==> src/design/sti_pkg.sv <==
// Shared constants, codes and transaction types for the sorted table.
// No dependencies; imported by sti_store and sorted_table_insert_remove.
`default_nettype none

package sti_pkg;

    localparam int TABLE_DEPTH = 64;
    localparam int VALUE_WIDTH = 32;
    localparam int ADDR_WIDTH  = $clog2(TABLE_DEPTH);
    localparam int CNT_WIDTH   = $clog2(TABLE_DEPTH + 1);

    localparam logic [1:0] REQ_INSERT = 2'd0;
    localparam logic [1:0] REQ_REMOVE = 2'd1;
    localparam logic [1:0] REQ_DUMP   = 2'd2;

    localparam logic [1:0] ST_OK     = 2'd0;
    localparam logic [1:0] ST_FULL   = 2'd1;
    localparam logic [1:0] ST_BADIDX = 2'd2;
    localparam logic [1:0] ST_EMPTY  = 2'd3;

    typedef struct packed {
        logic [1:0]               req_type;
        logic signed [VALUE_WIDTH-1:0] value;
        logic [ADDR_WIDTH-1:0]    index;
    } req_t;

    typedef struct packed {
        logic signed [VALUE_WIDTH-1:0] data;
        logic [1:0]               status;
        logic                     last;
        logic [CNT_WIDTH-1:0]     count;
    } rsp_t;

endpackage

`default_nettype wire

==> src/design/sorted_table_insert_remove.sv <==
// Top level of the sorted table: request/response channels and the sequencer.
// Depends on sti_pkg and sti_store.
`default_nettype none

// Keeps up to 64 signed 32-bit values in ascending order in a single-port-write,
// registered-read memory, and takes one request at a time (req_ready is low while
// a request is worked). Every entry move goes through the one memory port pair,
// one entry per cycle, and insert finds its slot with the one signed comparator.
// Insert shifts each entry larger than the value up by one, remove shifts the
// entries above the index down by one, and dump emits one response per entry; a
// full insert, a bad index or an empty dump goes straight to S_EMIT. The
// response sits in an output register, so a new request can be taken while the
// last response waits for rsp_ready.
module sorted_table_insert_remove
    import sti_pkg::*;
(
    input  wire logic clk,
    input  wire logic rst_n,
    input  wire logic req_valid,
    output logic      req_ready,
    input  wire req_t req,
    output logic      rsp_valid,
    input  wire logic rsp_ready,
    output rsp_t      rsp
);

    typedef enum logic [3:0] {
        S_IDLE,
        S_INS_RD,
        S_INS_CMP,
        S_INS_PUT,
        S_RM_RD,
        S_RM_TAKE,
        S_RM_MOVE,
        S_RM_DONE,
        S_DMP_RD,
        S_DMP_WAIT,
        S_EMIT
    } state_t;

    state_t                 state_reg, state_next;
    logic [CNT_WIDTH-1:0]   cnt_reg, cnt_next;
    logic [CNT_WIDTH-1:0]   ptr_reg, ptr_next;
    logic [VALUE_WIDTH-1:0] val_reg, val_next;
    logic [VALUE_WIDTH-1:0] res_data_reg, res_data_next;
    logic [1:0]             res_status_reg, res_status_next;
    logic                   res_last_reg, res_last_next;
    logic                   dump_more_reg, dump_more_next;
    logic                   out_valid_reg, out_valid_next;
    rsp_t                   out_reg, out_next;

    logic                   mem_we;
    logic [ADDR_WIDTH-1:0]  mem_waddr;
    logic [VALUE_WIDTH-1:0] mem_wdata;
    logic [ADDR_WIDTH-1:0]  mem_raddr;
    logic [VALUE_WIDTH-1:0] mem_rdata;

    logic [CNT_WIDTH-1:0]   ptr_m1, ptr_m2, ptr_p1, ptr_p2;
    logic                   greater;
    logic                   req_fire;

    sti_store u_store (
        .clk   (clk),
        .we    (mem_we),
        .waddr (mem_waddr),
        .wdata (mem_wdata),
        .raddr (mem_raddr),
        .rdata (mem_rdata)
    );

    assign ptr_m1   = ptr_reg - CNT_WIDTH'(1);
    assign ptr_m2   = ptr_reg - CNT_WIDTH'(2);
    assign ptr_p1   = ptr_reg + CNT_WIDTH'(1);
    assign ptr_p2   = ptr_reg + CNT_WIDTH'(2);
    // the signed comparator used by the insert walk
    assign greater  = $signed(mem_rdata) > $signed(val_reg);
    assign req_fire = req_valid && req_ready;

    always_comb
    begin
        state_next      = state_reg;
        cnt_next        = cnt_reg;
        ptr_next        = ptr_reg;
        val_next        = val_reg;
        res_data_next   = res_data_reg;
        res_status_next = res_status_reg;
        res_last_next   = res_last_reg;
        dump_more_next  = dump_more_reg;
        out_valid_next  = out_valid_reg;
        out_next        = out_reg;
        mem_we          = 1'b0;
        mem_waddr       = ptr_reg[ADDR_WIDTH-1:0];
        mem_wdata       = mem_rdata;
        mem_raddr       = ptr_reg[ADDR_WIDTH-1:0];

        if (out_valid_reg && rsp_ready)
        begin
            out_valid_next = 1'b0;
        end

        unique case (state_reg)
            S_IDLE:
            begin
                if (req_valid)
                begin
                    res_data_next   = '0;
                    res_status_next = ST_OK;
                    res_last_next   = 1'b1;
                    dump_more_next  = 1'b0;
                    unique case (req.req_type)
                        REQ_INSERT:
                        begin
                            val_next = req.value;
                            ptr_next = cnt_reg;
                            if (cnt_reg == CNT_WIDTH'(TABLE_DEPTH))
                            begin
                                res_status_next = ST_FULL;
                                state_next      = S_EMIT;
                            end
                            else if (cnt_reg == '0)
                            begin
                                state_next = S_INS_PUT;
                            end
                            else
                            begin
                                state_next = S_INS_RD;
                            end
                        end
                        REQ_REMOVE:
                        begin
                            ptr_next = CNT_WIDTH'(req.index);
                            if (CNT_WIDTH'(req.index) >= cnt_reg)
                            begin
                                res_status_next = ST_BADIDX;
                                state_next      = S_EMIT;
                            end
                            else
                            begin
                                state_next = S_RM_RD;
                            end
                        end
                        REQ_DUMP:
                        begin
                            ptr_next = '0;
                            if (cnt_reg == '0)
                            begin
                                res_status_next = ST_EMPTY;
                                state_next      = S_EMIT;
                            end
                            else
                            begin
                                state_next = S_DMP_RD;
                            end
                        end
                        default:
                        begin
                            state_next = S_IDLE;
                        end
                    endcase
                end
            end

            S_INS_RD:
            begin
                mem_raddr  = ptr_m1[ADDR_WIDTH-1:0];
                state_next = S_INS_CMP;
            end

            // walk down from the top, moving each larger entry up by one
            S_INS_CMP:
            begin
                if (greater)
                begin
                    mem_we    = 1'b1;
                    mem_waddr = ptr_reg[ADDR_WIDTH-1:0];
                    mem_wdata = mem_rdata;
                    ptr_next  = ptr_m1;
                    mem_raddr = ptr_m2[ADDR_WIDTH-1:0];
                    if (ptr_m1 == '0)
                    begin
                        state_next = S_INS_PUT;
                    end
                end
                else
                begin
                    state_next = S_INS_PUT;
                end
            end

            S_INS_PUT:
            begin
                mem_we     = 1'b1;
                mem_waddr  = ptr_reg[ADDR_WIDTH-1:0];
                mem_wdata  = val_reg;
                cnt_next   = cnt_reg + CNT_WIDTH'(1);
                state_next = S_EMIT;
            end

            S_RM_RD:
            begin
                mem_raddr  = ptr_reg[ADDR_WIDTH-1:0];
                state_next = S_RM_TAKE;
            end

            S_RM_TAKE:
            begin
                res_data_next = mem_rdata;
                mem_raddr     = ptr_p1[ADDR_WIDTH-1:0];
                if (ptr_p1 < cnt_reg)
                begin
                    state_next = S_RM_MOVE;
                end
                else
                begin
                    state_next = S_RM_DONE;
                end
            end

            // read of ptr+1 lands now; write it down and fetch the next one
            S_RM_MOVE:
            begin
                mem_we    = 1'b1;
                mem_waddr = ptr_reg[ADDR_WIDTH-1:0];
                mem_wdata = mem_rdata;
                ptr_next  = ptr_p1;
                mem_raddr = ptr_p2[ADDR_WIDTH-1:0];
                if (ptr_p2 >= cnt_reg)
                begin
                    state_next = S_RM_DONE;
                end
            end

            S_RM_DONE:
            begin
                cnt_next   = cnt_reg - CNT_WIDTH'(1);
                state_next = S_EMIT;
            end

            S_DMP_RD:
            begin
                mem_raddr  = ptr_reg[ADDR_WIDTH-1:0];
                state_next = S_DMP_WAIT;
            end

            S_DMP_WAIT:
            begin
                res_data_next   = mem_rdata;
                res_status_next = ST_OK;
                res_last_next   = (ptr_p1 == cnt_reg);
                dump_more_next  = (ptr_p1 != cnt_reg);
                ptr_next        = ptr_p1;
                state_next      = S_EMIT;
            end

            S_EMIT:
            begin
                if (!out_valid_reg || rsp_ready)
                begin
                    out_valid_next = 1'b1;
                    out_next.data   = res_data_reg;
                    out_next.status = res_status_reg;
                    out_next.last   = res_last_reg;
                    out_next.count  = cnt_reg;
                    state_next      = dump_more_reg ? S_DMP_RD : S_IDLE;
                end
            end

            default:
            begin
                state_next = S_IDLE;
            end
        endcase
    end

    always_ff @(posedge clk or negedge rst_n)
    begin
        if (!rst_n)
        begin
            state_reg      <= S_IDLE;
            cnt_reg        <= '0;
            ptr_reg        <= '0;
            val_reg        <= '0;
            res_data_reg   <= '0;
            res_status_reg <= ST_OK;
            res_last_reg   <= 1'b0;
            dump_more_reg  <= 1'b0;
            out_valid_reg  <= 1'b0;
            out_reg        <= '0;
        end
        else
        begin
            state_reg      <= state_next;
            cnt_reg        <= cnt_next;
            ptr_reg        <= ptr_next;
            val_reg        <= val_next;
            res_data_reg   <= res_data_next;
            res_status_reg <= res_status_next;
            res_last_reg   <= res_last_next;
            dump_more_reg  <= dump_more_next;
            out_valid_reg  <= out_valid_next;
            out_reg        <= out_next;
        end
    end

    assign req_ready = (state_reg == S_IDLE);
    assign rsp_valid = out_valid_reg;
    assign rsp       = out_reg;

    a_cnt_bound: assert property (@(posedge clk) disable iff (!rst_n)
        cnt_reg <= CNT_WIDTH'(TABLE_DEPTH))
        else $error("entry count beyond table depth");

    a_busy_after_req: assert property (@(posedge clk) disable iff (!rst_n)
        req_fire && (req.req_type == REQ_INSERT || req.req_type == REQ_REMOVE
                     || req.req_type == REQ_DUMP) |=> !req_ready)
        else $error("request taken but sequencer did not go busy");

    a_nonlast_is_dump: assert property (@(posedge clk) disable iff (!rst_n)
        rsp_valid && !rsp.last |-> rsp.status == ST_OK && rsp.count != '0)
        else $error("non-final transaction that is not a dump entry");

    a_empty_count: assert property (@(posedge clk) disable iff (!rst_n)
        rsp_valid && rsp.status == ST_EMPTY |-> rsp.count == '0)
        else $error("empty dump with nonzero count");

endmodule

`default_nettype wire

==> src/design/sti_store.sv <==
// Table storage: one write port, one read port with registered read data.
// Depends on sti_pkg for depth and widths.
`default_nettype none

module sti_store
    import sti_pkg::*;
(
    input  wire logic                   clk,
    input  wire logic                   we,
    input  wire logic [ADDR_WIDTH-1:0]  waddr,
    input  wire logic [VALUE_WIDTH-1:0] wdata,
    input  wire logic [ADDR_WIDTH-1:0]  raddr,
    output logic      [VALUE_WIDTH-1:0] rdata
);

    logic [VALUE_WIDTH-1:0] mem [TABLE_DEPTH];
    logic [VALUE_WIDTH-1:0] rdata_reg;

    always_ff @(posedge clk)
    begin
        if (we)
        begin
            mem[waddr] <= wdata;
        end
        rdata_reg <= mem[raddr];
    end

    assign rdata = rdata_reg;

endmodule

`default_nettype wire

==> config.mk <==
export PLATFORM = sky130hd
export DESIGN_NAME = sorted_table_insert_remove
export DESIGN_NICKNAME = d
export VERILOG_FILES = /design/src/design/sti_pkg.sv /design/src/design/sorted_table_insert_remove.sv /design/src/design/sti_store.sv
export SDC_FILE = /design/constraint.sdc
export NUM_CORES = 2
export LEC_CHECK = 0
export ABC_CLOCK_PERIOD_IN_PS = 9900
export BUFFER_PORTS_ARGS = -buffer_cell sky130_fd_sc_hd__buf_2
export CAP_MARGIN = 20
export CORE_MARGIN = 2
export CORE_UTILIZATION = 55
export CTS_BUF_LIST = sky130_fd_sc_hd__clkbuf_8
export CTS_CLUSTER_SIZE = 10
export DETAILED_ROUTE_END_ITERATION = 10
export GPL_ROUTABILITY_DRIVEN = 0
export HOLD_SLACK_MARGIN = 0.02
export PLACE_DENSITY = 0.78
export SYNTH_ARGS = -nofsm -noshare
export SYNTH_HDL_FRONTEND = slang
export SYNTH_SLANG_ARGS = --single-unit
==> constraint.sdc <==
create_clock -name clk -period 9.9 [get_ports clk]
set_clock_uncertainty 0.05 [all_clocks]
set_input_delay 0 -clock clk [delete_from_list [all_inputs] [get_ports clk]]
set_output_delay 0 -clock clk [all_outputs]
set_load 0.005 [all_outputs]
* Word level (Yosys, flattened, before mapping)
Memories as Yosys holds them, arrays and structs flattened. A register that Yosys moved wholly into a read port is not among the register bits. Index checks and enable logic that the tools add are counted.
Word-level totals: word-level logic and storage cells 106, register bits after elaboration 129, RAM bits 2048, output and inout port bits 44, memories 1, input bits 44
Memory list:
- u_store.mem | depth 64, bits a word 32, rd ports 1, clocked after Yosys merged registers in 1, wr ports 1, line sti_store.sv:16 | logic [VALUE_WIDTH-1:0] mem [TABLE_DEPTH];
Operators by class: $add $sub $neg 6, order comparisons 4, mux-type cells 40, reductions and logical operators 21, equal/unequal tests 21
Operator list (count):
- 32-bit 2-to-1 mux | 2
- 32-bit one-hot mux with 2 select lines | 1
- 7-bit one-hot mux with 3 select lines | 2
- 4-bit one-hot mux with 9 select lines | 1
- 32-bit greater-than comparator | 1
- 4-bit 2-to-1 mux | 8
- 6-bit one-hot mux with 4 select lines | 1
- 4-bit by 3-bit == test with 1-bit output (second input constant) | 4
- 7-bit by 1-bit adder with 7-bit output (second input constant) | 2
- 7-bit logical NOT | 2
- 7-bit 2-to-1 mux | 2
- 7-bit one-hot mux with 2 select lines | 1
- 7-bit by 1-bit subtractor with 7-bit output (second input constant) | 2
- 4-bit == test (second input constant) | 3
- 4-bit one-hot mux with 3 select lines | 1
- 1-bit 2-to-1 mux | 10
- 2-bit 2-to-1 mux | 5
- 4-bit by 2-bit == test with 1-bit output (second input constant) | 2
- 2-bit != test (second input constant) | 4
- 4-bit AND reduction | 2
- 7-bit by 2-bit adder with 7-bit output (second input constant) | 1
- 7-bit == test | 1
- 7-bit == test (second input constant) | 1
- 6-bit by 7-bit >= comparator with 1-bit output | 1
- other kinds (24) | 32

* Depth between registers and ports, before layout
depth in word-level cells 6, mapped depth 17, mapped depth without buffers 14

* By module
A second synthesis with hierarchy kept.
Unflattened totals: cell total of the unflattened synthesis 4058, area, all modules 86245.2 µm²
By module, submodules not included:
- sti_store | seq. area each 62139.6 µm², area each 78515.3 µm², cells an instance 3324, times used 1
- sorted_table_insert_remove | seq. area each 3228.1 µm², area each 7729.9 µm², cells an instance 734, times used 1

* Worst setup path before layout
OpenSTA, ideal clock, no wires.
path kind flip-flop to flip-flop, start point register state_reg[2], end point memory u_store.mem[0][0], data pin, cell stages (with the launch flop) 6, data arrival time 3.853 ns, library setup time 0.702 ns, clock period less this slack 4.605 ns, slack 5.295 ns, path through dfrtp_1 -> clkbuf_1 -> clkbuf_1 -> nor3_1 -> clkbuf_1 -> o21ai_0
Between the ends: word-level cells in the longest chain between the ends 2
Ends and longest elaborated chain:
- start: declaration | line sorted_table_insert_remove.sv:41 | state_t state_reg, state_next;
- start signal: assignment | line sorted_table_insert_remove.sv:292 | state_reg <= state_next;
- 4-bit by 2-bit == test with 1-bit output | line sorted_table_insert_remove.sv:101 | unique case (state_reg)
- 32-bit 2-to-1 mux
- net mem_wdata[0] | line sorted_table_insert_remove.sv:54 | logic [VALUE_WIDTH-1:0] mem_wdata;
- end: declaration | line sti_store.sv:16
The timed path passes the listed nets, and every way through them passes these cells.

* Worst setup path after layout
start point register u_store.rdata_reg[23], in the netlist u_store.rdata[23] (read register of u_store.mem), end point register u_store.rdata_reg[3], in the netlist u_store.rdata[3] (read register of u_store.mem)
Between the ends: word-level cells in the longest chain between the ends 3
Ends and longest elaborated chain:
- start: declaration | line sti_store.sv:17 | logic [VALUE_WIDTH-1:0] rdata_reg;
- 32-bit greater-than comparator | line sorted_table_insert_remove.sv:76 | assign greater = $signed(mem_rdata) > $signed(val_reg);
- 6-bit 2-to-1 mux | line sorted_table_insert_remove.sv:172 | if (greater)
- 6-bit one-hot mux with 4 select lines | line sorted_table_insert_remove.sv:101
No other way between the ends. A chain may end at the register's enable or synchronous reset.

==> key figures <==
Outcome
  • Outcome: completed

Min path
  • Worst hold path class: in -> reg
  • Hold path endpoint: state_reg[0]
  • Hold path start: req[38]
  • Worst Hold Path Cells: 6

Timing
  • Slew margin rel.: 21.14%
  • Tightest Pin Transition: 1183 ps
  • Min Clock Period, post-route: 6120 ps
  • Final worst-path cycle share: 61.81%
  • Setup-failing EPs final: 0
  • Endpoints failing hold: 0
  • RSZ-0062 raised after global routing: false
  • TNS Setup: 0 ps
  • Max Slew Vio Count: 0
  • Fmax: 163.4 MHz

Clocking
  • CTS root buffer: clkbuf_8
  • CTS tree: yes
  • Cts bufs inserted: 346
  • Clk slew on worst S/H paths: 70 ps
  • CTS H-tree depth: 5
  • Clock Latency Late Sink: 1070 ps
  • Postcts setup bufs: 0
  • Clk buf depth: 4
  • CTS Sinks: 2209

Final layout
  • Nets: 4606
  • Max FFs per register: 2048
  • P&R area growth vs syn: 12.80%
  • Layout cells sized above 1: 28.26%
  • Largest Register: u_store.mem
  • Filler Cells Inserted: 9811
  • Fin area: 96720 µm²

Synthesis
  • Top cell type's share of synthesized area: 71.72%
  • Yosys cell types: 65
  • Yosys top cell by area: edfxtp_1
  • Most frequent cell after synthesis: edfxtp_1
  • Top FF cell, synth: edfxtp_1
  • Synth cell count leaders: edfxtp_1, mux4_2, a22oi_1
  • Syn. warnings: 0
  • Post-Syn Area: 85750 µm²
  • Post-synth EDFFs: 2048
  • Register area share after synthesis: 76.23%
  • Fraction of registers with async set/reset: 5.840%
  • Synth top area cells: edfxtp_1, mux4_2, dfrtp_1
  • Syn nets: 4134
  • Register bit total from synthesis: 2209
  • Synth Area per Inst: 21.33 µm²
  • Post-synthesis cell count: 4020

Setup path
  • R2r endpoint: u_store.rdata[3]
  • CP top delay family: compound AO/OA/AOI/OAI gates
  • Worst setup SP type: flip-flop
  • WP data required: 10730 ps
  • CP max stage cell: or4_1
  • Worst Reg-to-Reg Cells: 14
  • Worst-path maximum fanout: 33
  • CP max stage delay: 670 ps
  • Worst path most repeated cell: buf_4
  • Buffers & Inverters on Critical Path: 2
  • Crit path kind: reg -> reg
  • Critical-path cell list: ha_1 -> nand3_1 -> nor4_4 -> nand2_1 -> o32ai_1 -> a31o_1 -> a21oi_2 -> o21bai_4 -> buf_4 -> buf_4 -> mux4_2 -> a22oi_1 -> a21oi_1 -> or4_1
  • CP endpoint kind: flip-flop
  • R2r setup slk: 3780 ps
  • WP data arrival: 6950 ps
  • Reg-to-reg startpoint: u_store.rdata[23]

Global routing
  • First-pass GRT wire length: 314.1 mm
  • GRT Resource Usage Total: 27.92%
  • Vias in the first global route: 44809
  • Antenna violations before repair: 21
  • Pin count of the biggest net entering global routing: 143
  • GRT Residual Overflow: 0

Place
  • Port bufs: 87
  • DP HPWL: 121.0 mm
  • Placed cell area: 89330 µm²

Floorplan
  • Chip Width: 398.9 µm
  • Die height: 398.9 µm
  • CORE AREA: 154400 µm²
  • IO Count: 88
  • Die area: 159100 µm²
  • Initial Util: 55.53%
  • Row count: 144

Job
  • Max cap viols: 0

Detailed routing
  • Drt first pass iters: 9
  • DRT iter0 DRCs: 7338
  • Routed WL per cell: 32.51 µm
  • Vias: 45018
  • DR vias/cell: 6.632
  • Final ANT Viol Nets: 0
  • Residual DRC: 0
  • Final wirelength: 220.7 mm
-- tightest hold or removal path, stage by stage --
cell	delay [ps]
dlygate4sd3_1	520
buf_2	130
inv_1	70
ha_1	270
nand3_1	120
a31oi_1	90
-- cell usage in the layout (no fill, tap or decap), types with 39 or more instances in the layout --
master         Yosys  layout
a21oi_1          133     132
a22oi_1          197     197
buf_2             24      86
buf_4              5     121
clkbuf_8           0     360
clkinv_1           0      81
clkinv_2           0      39
dfrtp_1          129     129
dlygate4sd3_1      0     119
edfxtp_1        2048    2048
ha_1              69      69
inv_1             60     155
mux2_2           102     102
mux2i_1           68      68
mux4_2           512     512
nand2_1           60      59
nor2_4             0      62
o21ai_0           46      45
-- layout make-up --
cell class                 instances  area [µm²]  share of cell area [%]
inverter                          60       225.2                  0.2329
clock buffer                     360        4955                   5.123
sequential                      2209       65370                   67.58
tap                             2044        2557                   2.644
timing repair buffer             342        2840                   2.937
multi-input combinational       1533       19580                   20.25
antenna                            9       22.52                 0.02329
clock inverter                   231        1170                   1.210
-- worst max path at each step --
stage,startpoint,end,slack [ps],cells after the start
after floorplan,state_reg[2],u_store.mem[0][0],5290,5
after global placement,u_store.rdata[23],u_store.rdata[3],3740,14
after detailed placement,u_store.rdata[23],u_store.rdata[3],3770,14
after CTS,u_store.rdata[23],u_store.rdata[3],3810,14
after global routing,u_store.rdata[22],u_store.rdata[3],3530,14
final,u_store.rdata[23],u_store.rdata[3],3780,14
-- cells by family (layout without fill, tap and decap cells) --
family | after synthesis | after routing | share of synthesized area, %
DFF | 2209 | 2209 | 76.23
muxes | 682 | 682 | 15.58
AOI/OAI and AO/OA | 497 | 497 | 3.862
buffers and inverters | 278 | 993 | 1.545
and+or+nand+nor | 262 | 262 | 1.525
adders and majority gates | 70 | 70 | 1.030
xor gates and xnor gates | 22 | 22 | 0.2247
other | 0 | 9 | 0
-- what timing repair did --
action | CTS | global route
resized for setup | 0 | 0
endpoints found under the hold margin | 251 | 0
hold buffers | 120 | 0
-- per-layer routing --
layer | share of wire [%] | routed length [µm] | global-route usage [%]
met1 | 35 | 76740 | 37.38
met2 | 46 | 102500 | 42.77
met3 | 14 | 29990 | 7.902
met4 | 5.2 | 11420 | 13.36
met5 | 0.036 | 80 | 0
-- metrics by stage --
step | setup slack, ps | hold WS, ps | utilization [%] | instances
after floorplan | 5295 | -345.6 | - | 4020
after global placement | 3743 | 52.94 | 57.82 | 6063
after detailed placement | 3772 | 59.85 | 57.86 | 6067
after CTS | 3810 | 23.40 | 62.61 | 6778
after global routing | 3532 | 110.4 | 62.63 | 6782
final | 3780 | 111.1 | 62.64 | 6788
Power is not shown: default switching activity piles up to over one toggle a cycle in this logic, so the estimate is an artifact.
